==> src/hw/rtl/slir_pkg.sv <==
// shared types and constants for the sorted list insert/remove block
// no dependencies
package slir_pkg;

    localparam int CAPACITY_DEF = 16;
    localparam int VALUE_W      = 32;
    localparam int COUNT_W      = 5;

    localparam logic OP_INSERT = 1'b0;
    localparam logic OP_REMOVE = 1'b1;

    typedef enum logic [1:0] {
        ST_DONE      = 2'd0,
        ST_FULL      = 2'd1,
        ST_NOT_FOUND = 2'd2
    } t_status;

    typedef enum logic [2:0] {
        S_IDLE,
        S_SCAN,
        S_INS_HEAD,
        S_HEAD_RD,
        S_HEAD_WAIT
    } t_state;

    typedef struct packed {
        t_status                    status;
        logic [COUNT_W-1:0]         element_count;
        logic                       head_valid;
        logic signed [VALUE_W-1:0]  head_value;
    } t_result;

endpackage

==> src/hw/rtl/slir_mem.sv <==
// entry store: one write port, one registered read port
// depends on slir_pkg
module slir_mem #(
    parameter int CAPACITY = slir_pkg::CAPACITY_DEF,
    localparam int AW = $clog2(CAPACITY)
) (
    input  logic                                i_clk,
    input  logic                                i_rd_en,
    input  logic [AW-1:0]                       i_rd_addr,
    output logic signed [slir_pkg::VALUE_W-1:0] o_rd_data,
    input  logic                                i_wr_en,
    input  logic [AW-1:0]                       i_wr_addr,
    input  logic signed [slir_pkg::VALUE_W-1:0] i_wr_data
);
    import slir_pkg::*;

    logic signed [VALUE_W-1:0] r_mem [CAPACITY];
    logic signed [VALUE_W-1:0] r_rd_data;

    always_ff @(posedge i_clk) begin
        if (i_wr_en) begin
            r_mem[i_wr_addr] <= i_wr_data;
        end
    end

    // read data holds until the next read
    always_ff @(posedge i_clk) begin
        if (i_rd_en) begin
            r_rd_data <= r_mem[i_rd_addr];
        end
    end

    assign o_rd_data = r_rd_data;

endmodule

==> src/hw/rtl/slir_ctrl.sv <==
// sequencer: walks the entry store to insert or remove one value
// depends on slir_pkg, drives slir_mem
module slir_ctrl #(
    parameter int CAPACITY = slir_pkg::CAPACITY_DEF,
    localparam int AW = $clog2(CAPACITY),
    localparam int CW = $clog2(CAPACITY + 1)
) (
    input  logic                                i_clk,
    input  logic                                i_rst_n,
    input  logic                                i_in_valid,
    output logic                                o_in_ready,
    input  logic                                i_op,
    input  logic signed [slir_pkg::VALUE_W-1:0] i_value,
    output logic                                o_rd_en,
    output logic [AW-1:0]                       o_rd_addr,
    input  logic signed [slir_pkg::VALUE_W-1:0] i_rd_data,
    output logic                                o_wr_en,
    output logic [AW-1:0]                       o_wr_addr,
    output logic signed [slir_pkg::VALUE_W-1:0] o_wr_data,
    output logic                                o_res_valid,
    input  logic                                i_res_ready,
    output slir_pkg::t_result                   o_res
);
    import slir_pkg::*;

    t_state                    r_state, n_state;
    logic                      r_op, n_op;
    logic signed [VALUE_W-1:0] r_value, n_value;
    logic [CW-1:0]             r_cnt, n_cnt;
    logic [CW-1:0]             r_left, n_left;
    logic [AW-1:0]             r_ra, n_ra;
    logic                      r_pend, n_pend;
    logic [AW-1:0]             r_pa, n_pa;
    logic                      r_found, n_found;
    t_status                   r_status, n_status;

    logic w_start;
    logic w_full;
    logic w_issue;
    logic w_eval;
    logic w_ge;
    logic w_eq;
    logic w_last;

    assign w_start = (r_state == S_IDLE) && i_in_valid;
    assign w_full  = (r_cnt == CW'(CAPACITY));
    assign w_issue = (r_state == S_SCAN) && (r_left != '0);
    assign w_eval  = (r_state == S_SCAN) && r_pend;
    assign w_ge    = (i_rd_data >= r_value);
    assign w_eq    = (i_rd_data == r_value);
    assign w_last  = (CW'(r_pa) == (r_cnt - CW'(1)));

    always_ff @(posedge i_clk) begin
        if (!i_rst_n) begin
            r_state <= S_IDLE;
            r_cnt   <= '0;
            r_pend  <= 1'b0;
            r_left  <= '0;
        end else begin
            r_state <= n_state;
            r_cnt   <= n_cnt;
            r_pend  <= n_pend;
            r_left  <= n_left;
        end
    end

    always_ff @(posedge i_clk) begin
        r_op     <= n_op;
        r_value  <= n_value;
        r_ra     <= n_ra;
        r_pa     <= n_pa;
        r_found  <= n_found;
        r_status <= n_status;
    end

    always_comb begin
        n_state = r_state;
        case (r_state)
            S_IDLE: begin
                if (i_in_valid) begin
                    if (i_op == OP_INSERT) begin
                        if (w_full) begin
                            n_state = S_HEAD_RD;
                        end else if (r_cnt == '0) begin
                            n_state = S_INS_HEAD;
                        end else begin
                            n_state = S_SCAN;
                        end
                    end else begin
                        n_state = (r_cnt == '0) ? S_HEAD_RD : S_SCAN;
                    end
                end
            end
            S_SCAN: begin
                if (w_eval) begin
                    if (r_op == OP_INSERT) begin
                        if (!w_ge) begin
                            n_state = S_HEAD_RD;
                        end else if (r_pa == '0) begin
                            n_state = S_INS_HEAD;
                        end
                    end else if (w_last) begin
                        n_state = S_HEAD_RD;
                    end
                end
            end
            S_INS_HEAD: n_state = S_HEAD_RD;
            S_HEAD_RD:  n_state = S_HEAD_WAIT;
            S_HEAD_WAIT: begin
                if (i_res_ready) begin
                    n_state = S_IDLE;
                end
            end
            default: n_state = S_IDLE;
        endcase
    end

    always_comb begin
        n_op       = r_op;
        n_value    = r_value;
        n_cnt      = r_cnt;
        n_left     = r_left;
        n_ra       = r_ra;
        n_pend     = 1'b0;
        n_pa       = r_pa;
        n_found    = r_found;
        n_status   = r_status;
        o_in_ready = 1'b0;
        o_rd_en    = 1'b0;
        o_rd_addr  = r_ra;
        o_wr_en    = 1'b0;
        o_wr_addr  = '0;
        o_wr_data  = r_value;
        o_res_valid = 1'b0;
        o_res.status        = r_status;
        o_res.element_count = COUNT_W'(r_cnt);
        o_res.head_valid    = (r_cnt != '0);
        o_res.head_value    = (r_cnt != '0) ? i_rd_data : '0;
        case (r_state)
            S_IDLE: begin
                o_in_ready = 1'b1;
                if (w_start) begin
                    n_op     = i_op;
                    n_value  = i_value;
                    n_left   = r_cnt;
                    n_found  = 1'b0;
                    n_status = ST_DONE;
                    if (i_op == OP_INSERT) begin
                        // walk down from the top entry
                        n_ra = AW'(r_cnt - CW'(1));
                        if (w_full) begin
                            n_status = ST_FULL;
                            n_left   = '0;
                        end else begin
                            n_cnt = r_cnt + CW'(1);
                        end
                    end else begin
                        n_ra = '0;
                        if (r_cnt == '0) begin
                            n_status = ST_NOT_FOUND;
                        end
                    end
                end
            end
            S_SCAN: begin
                if (w_issue) begin
                    o_rd_en   = 1'b1;
                    o_rd_addr = r_ra;
                    n_ra      = (r_op == OP_INSERT) ? (r_ra - AW'(1)) : (r_ra + AW'(1));
                    n_left    = r_left - CW'(1);
                    n_pend    = 1'b1;
                    n_pa      = r_ra;
                end
                if (w_eval) begin
                    if (r_op == OP_INSERT) begin
                        // larger or equal entries move up one place
                        o_wr_en   = 1'b1;
                        o_wr_addr = r_pa + AW'(1);
                        o_wr_data = w_ge ? i_rd_data : r_value;
                    end else begin
                        if (r_found) begin
                            o_wr_en   = 1'b1;
                            o_wr_addr = r_pa - AW'(1);
                            o_wr_data = i_rd_data;
                        end
                        n_found = r_found | w_eq;
                        if (w_last) begin
                            if (r_found || w_eq) begin
                                n_cnt = r_cnt - CW'(1);
                            end else begin
                                n_status = ST_NOT_FOUND;
                            end
                        end
                    end
                end
                if (n_state != S_SCAN) begin
                    n_left = '0;
                    n_pend = 1'b0;
                end
            end
            S_INS_HEAD: begin
                o_wr_en   = 1'b1;
                o_wr_addr = '0;
                o_wr_data = r_value;
            end
            S_HEAD_RD: begin
                o_rd_en   = 1'b1;
                o_rd_addr = '0;
            end
            S_HEAD_WAIT: begin
                o_res_valid = 1'b1;
            end
            default: begin
                n_pend = 1'b0;
            end
        endcase
    end

endmodule

==> src/hw/rtl/slir_outreg.sv <==
// one-entry result register between the sequencer and the output stream
// depends on slir_pkg
module slir_outreg (
    input  logic              i_clk,
    input  logic              i_rst_n,
    input  logic              i_valid,
    output logic              o_ready,
    input  slir_pkg::t_result i_res,
    output logic              o_tvalid,
    input  logic              i_tready,
    output slir_pkg::t_result o_res
);
    import slir_pkg::*;

    logic    r_valid, n_valid;
    t_result r_res, n_res;

    assign o_ready = !r_valid || i_tready;

    always_comb begin
        n_valid = r_valid;
        n_res   = r_res;
        if (o_ready) begin
            n_valid = i_valid;
            if (i_valid) begin
                n_res = i_res;
            end
        end
    end

    always_ff @(posedge i_clk) begin
        if (!i_rst_n) begin
            r_valid <= 1'b0;
        end else begin
            r_valid <= n_valid;
        end
    end

    always_ff @(posedge i_clk) begin
        r_res <= n_res;
    end

    assign o_tvalid = r_valid;
    assign o_res    = r_res;

endmodule

==> src/hw/rtl/sorted_list_insert_remove.sv <==
// channel   dir  tdata                                   tuser
// s_axis    in   [31:0] value                            [0] operation
// m_axis    out  [4:0] element_count, [5] head_valid,    [1:0] status
//                [37:6] head_value, [39:38] zero
//
// when the list is full (insert) or empty (remove) the store is not walked;
// otherwise the entry store is walked one entry per cycle through its single
// read port, shifting entries through its write port
// one item is worked on at a time; the result register frees the sequencer
// while a result waits on m_axis_tready
// reset (synchronous, active low) empties the list; the store needs no clearing
//
// top level of the sorted list insert/remove block
// depends on slir_pkg, slir_mem, slir_ctrl, slir_outreg
module sorted_list_insert_remove #(
    parameter int CAPACITY = slir_pkg::CAPACITY_DEF
) (
    input  logic        i_clk,
    input  logic        i_rst_n,
    input  logic        s_axis_tvalid,
    output logic        s_axis_tready,
    input  logic [31:0] s_axis_tdata,   // [31:0] value
    input  logic [0:0]  s_axis_tuser,   // [0] operation
    output logic        m_axis_tvalid,
    input  logic        m_axis_tready,
    output logic [39:0] m_axis_tdata,   // [4:0] element_count, [5] head_valid, [37:6] head_value
    output logic [1:0]  m_axis_tuser    // [1:0] status
);
    import slir_pkg::*;

    localparam int AW = $clog2(CAPACITY);

    logic                      w_rd_en;
    logic [AW-1:0]             w_rd_addr;
    logic signed [VALUE_W-1:0] w_rd_data;
    logic                      w_wr_en;
    logic [AW-1:0]             w_wr_addr;
    logic signed [VALUE_W-1:0] w_wr_data;
    logic                      w_res_valid;
    logic                      w_res_ready;
    t_result                   w_res;
    t_result                   w_out;

    slir_ctrl #(.CAPACITY(CAPACITY)) u_ctrl (
        .i_clk       (i_clk),
        .i_rst_n     (i_rst_n),
        .i_in_valid  (s_axis_tvalid),
        .o_in_ready  (s_axis_tready),
        .i_op        (s_axis_tuser[0]),
        .i_value     (s_axis_tdata),
        .o_rd_en     (w_rd_en),
        .o_rd_addr   (w_rd_addr),
        .i_rd_data   (w_rd_data),
        .o_wr_en     (w_wr_en),
        .o_wr_addr   (w_wr_addr),
        .o_wr_data   (w_wr_data),
        .o_res_valid (w_res_valid),
        .i_res_ready (w_res_ready),
        .o_res       (w_res)
    );

    slir_mem #(.CAPACITY(CAPACITY)) u_mem (
        .i_clk     (i_clk),
        .i_rd_en   (w_rd_en),
        .i_rd_addr (w_rd_addr),
        .o_rd_data (w_rd_data),
        .i_wr_en   (w_wr_en),
        .i_wr_addr (w_wr_addr),
        .i_wr_data (w_wr_data)
    );

    slir_outreg u_outreg (
        .i_clk    (i_clk),
        .i_rst_n  (i_rst_n),
        .i_valid  (w_res_valid),
        .o_ready  (w_res_ready),
        .i_res    (w_res),
        .o_tvalid (m_axis_tvalid),
        .i_tready (m_axis_tready),
        .o_res    (w_out)
    );

    assign m_axis_tdata = {2'b00, w_out.head_value, w_out.head_valid, w_out.element_count};
    assign m_axis_tuser = w_out.status;

endmodule

==> config.mk <==
export PLATFORM = sky130hd
export DESIGN_NAME = sorted_list_insert_remove
export DESIGN_NICKNAME = d
export VERILOG_FILES = /design/src/hw/rtl/slir_pkg.sv /design/src/hw/rtl/slir_mem.sv /design/src/hw/rtl/slir_ctrl.sv /design/src/hw/rtl/slir_outreg.sv /design/src/hw/rtl/sorted_list_insert_remove.sv
export SDC_FILE = /design/constraint.sdc
export NUM_CORES = 1
export LEC_CHECK = 0
export BUFFER_PORTS_ARGS = -buffer_cell sky130_fd_sc_hd__clkbuf_2
export CAP_MARGIN = 5
export CORE_MARGIN = 2
export CORE_UTILIZATION = 62
export DETAILED_ROUTE_END_ITERATION = 8
export PLACE_DENSITY = 0.78
export SYNTH_ARGS = -nofsm -noshare
export SYNTH_HDL_FRONTEND = slang
export SYNTH_SLANG_ARGS = --single-unit
export TNS_END_PERCENT = 30
==> constraint.sdc <==
create_clock -name i_clk -period 4.7 [get_ports i_clk]
set_input_delay 0.94 -clock i_clk [delete_from_list [all_inputs] [get_ports i_clk]]
set_output_delay 0.94 -clock i_clk [all_outputs]
set_load 0.01 [all_outputs]
==> run metrics <==
cell area after synthesis 26900 µm²; hold buffers post-CTS 0; CTS tree done; Initial Utilization 62.6%; routability cong. 0.866; largest family of logic cells by synthesized area compound AO/OA/AOI/OAI gates; EDFF count, synth 628; fill count 2729; post-CTS sizing 0; Post-Synth Simple-Gate Area 5.05%; Ports 81; num rows 76; CTS HTree Levels 3; # setup viols final 0; dpl ws 0.831 ns; Int Pwr 12.5 mW; main flop type after synthesis edfxtp_1; Slowest-stage cell, CP mux2_1; nets 1910; ys async rst share 0%; port bufs 78; Pre-antenna DRT Iters 5; Crit path largest cell delay 0.58 ns; CP required 4.95 ns; worst vdd ir 0.000666 V; fin cells 2461; mux cell area share after synthesis 9.24%; DRC 0; Vias 16.3k; worst slew pin tran 1.18 ns; First DRT Iteration DRCs 2150; CP max FO 32; fin util 70.4%; synth unique cells 64; flops & latches, synth 643; Die Y 212 µm; placed insts 2348; MaxCap Viol Count 0; Root Driver clkbuf_16; Hold Crit Class register to register; Slew HR 21.6%; Power Total 19.2 mW; Clk Latency, worst-skew pair 0.59 ns; Slew Viols, Final 0; vias in the first global route 15.9k; Fin Setup TNS 0 ns; Clock Sinks 643; Synth Area in Adders 1.98%; number of diodes 0; CP delay by family, top compound AO/OA/AOI/OAI gates; WL per Instance 27.4 µm; share of cells above drive strength 1 21.3%; crit path time final 3.94 ns; total CTS buffers 66; grt total ovfl 0; Leakage Power 10.2 nW; Critical Path End Type register; critical path buffer and inverter count 0; synthesized area per cell 15.3 µm²; sequential area share after synthesis 71.2%; post-detail-place hpwl 35700 µm; power per cell area 636 nW/µm²; commonest cells after routing, fill and taps aside edfxtp_1, mux2_2, a21oi_1, clkbuf_2, nand2_1; vias per cell 6.62; fin worst setup slack 0.763 ns; period utilization 83.8%; CP arrival 4.19 ns; critical-path cell list ha_1 -> nand4_1 -> or4_4 -> o31ai_1 -> a21oi_1 -> mux2_4 -> nor2_2 -> o21a_4 -> mux2_1; unrepaired setup endpoints after global routing no; fmax 0.254 GHz; run status completed; die width 212 µm; GRT Overall Usage 30.3%; CTS Buffer Depth 3; Seq pwr share 40.8%; largest net degree at the start of global routing 194; Sw Share 34.8%; first-pass GRT wire length 98500 µm; Layout area overhead 12.5%; CORE AREA 43000 µm²; final wirelength 67500 µm; final hold violation count 0; xor and xnor area share after synthesis 0.474%; Synth Instances 1763; Clock transition at path regs 0.06 ns; logic gate share of total power 33.4%; antenna violations before repair 0; Post-CTS Setup Repair Bufs 0; most common cell after layout, fill and taps aside edfxtp_1; Synth Area in Compound Gates 9.67%; die area 45100 µm²; crit path kind register to register; nature of the critical path startpoint register; P_sw 6.70 mW; clk_skew 0.0203 ns; post-route ant nets 0; clock power share 25.8%; Syn. warnings 0
path summary, 6_finish.rpt:
check	startpoint	endpoint	slack, ns	depth (start not counted)
min reg2reg	u_ctrl.r_status[1]	u_outreg.o_res[39]	0.42	0
max reg2reg	u_mem.o_rd_data[31]	u_mem.r_mem[6][27]	0.76	9
min	u_ctrl.r_status[1]	u_outreg.o_res[39]	0.42	0
max	u_mem.o_rd_data[31]	u_mem.r_mem[6][27]	0.76	9
worst reg2reg max path: cells and delay by family (launching register included):
| family | cells | cell delay, ns |
|---|---|---|
| mux | 2 | 0.92 |
| fa+ha+maj | 1 | 0.39 |
| compound gates | 3 | 0.99 |
| simple gates | 3 | 0.89 |
| flops | 1 | 0.41 |
power by group through the flow:
| stage | registers, mW | logic, mW | clock network (mW) |
|---|---|---|---|
| floorplan | 7.80 | 4.39 | 0 |
| global placement | 7.92 | 6.09 | 0 |
| detailed placement | 7.95 | 6.27 | 0 |
| CTS | 7.83 | 6.33 | 5.00 |
| global route | 7.89 | 6.89 | 5.24 |
| finish | 7.85 | 6.43 | 4.97 |
flip-flops by register name, indices dropped and copies added, names as in the netlist:
name and flops:
u_ctrl.r_value 32, u_ctrl.r_cnt 5, u_ctrl.r_left 5, u_ctrl.r_op 1, u_outreg.o_tvalid 1, u_ctrl.r_pend 1, u_ctrl.r_status 2, u_mem.o_rd_data 32
u_ctrl.r_ra 4, u_mem.r_mem 512, u_ctrl.r_state 3, u_outreg.o_res 40, u_ctrl.r_pa 4, u_ctrl.r_found 1
per-stage QoR:
step | hold slack [ns] | cell area, µm²
floorplan | 0.400 | 26900
global placement | 0.401 | 28300
detailed placement | 0.405 | 28300
CTS | 0.418 | 30300
global route | 0.433 | 30300
finish | 0.417 | 30300
cell usage after synthesis, types with 6 or more instances:
cell | count | area (µm²)
nor3_1 | 6 | 30.0
o31ai_1 | 38 | 285
xnor2_1 | 7 | 61.3
and3_1 | 7 | 43.8
o21ai_0 | 74 | 370
buf_1 | 6 | 22.5
dfxtp_1 | 15 | 300
a21oi_1 | 126 | 631
o221ai_1 | 32 | 280
mux2_2 | 155 | 1750
o21a_1 | 6 | 45.0
and2_1 | 7 | 43.8
edfxtp_1 | 628 | 18900
nand2_1 | 77 | 289
nand4_1 | 7 | 43.8
a221oi_1 | 33 | 289
ha_1 | 41 | 513
clkbuf_1 | 99 | 372
inv_1 | 43 | 161
a31oi_1 | 64 | 400
mux2i_1 | 67 | 671
nand3_1 | 37 | 185
nor2_1 | 42 | 158
nor2b_1 | 65 | 407
buf_2 | 6 | 30.0
final cells by class:
| cell class | instances | area, µm² | share of cell area, % |
|---|---|---|---|
| Inverter | 43 | 161 | 0.533 |
| Clock inverter | 26 | 175 | 0.579 |
| Timing Repair Buffer | 115 | 906 | 2.99 |
| Multi-Input combinational cell | 962 | 7310 | 24.1 |
| Clock buffer | 87 | 1840 | 6.07 |
| Sequential cell | 643 | 19200 | 63.3 |
| Tap cell | 585 | 732 | 2.42 |
metal layers:
metal	wire, µm	global-route usage [%]	up-vias
li1	-	-	7027
met1	26200	40.8	8167
met2	32200	49.1	911
met3	6320	4.96	190
met4	2810	13.6	0
met5	0	0	-
cells by family after synthesis:
group	Yosys count
muxes	228
buffers and inverters	159
other	1
and+or+nand+nor	270
DFF	643
adders and majority gates	42
xor gates and xnor gates	13
AOI/OAI and AO/OA	407
Note: power is estimated with default switching activity, not from simulation.
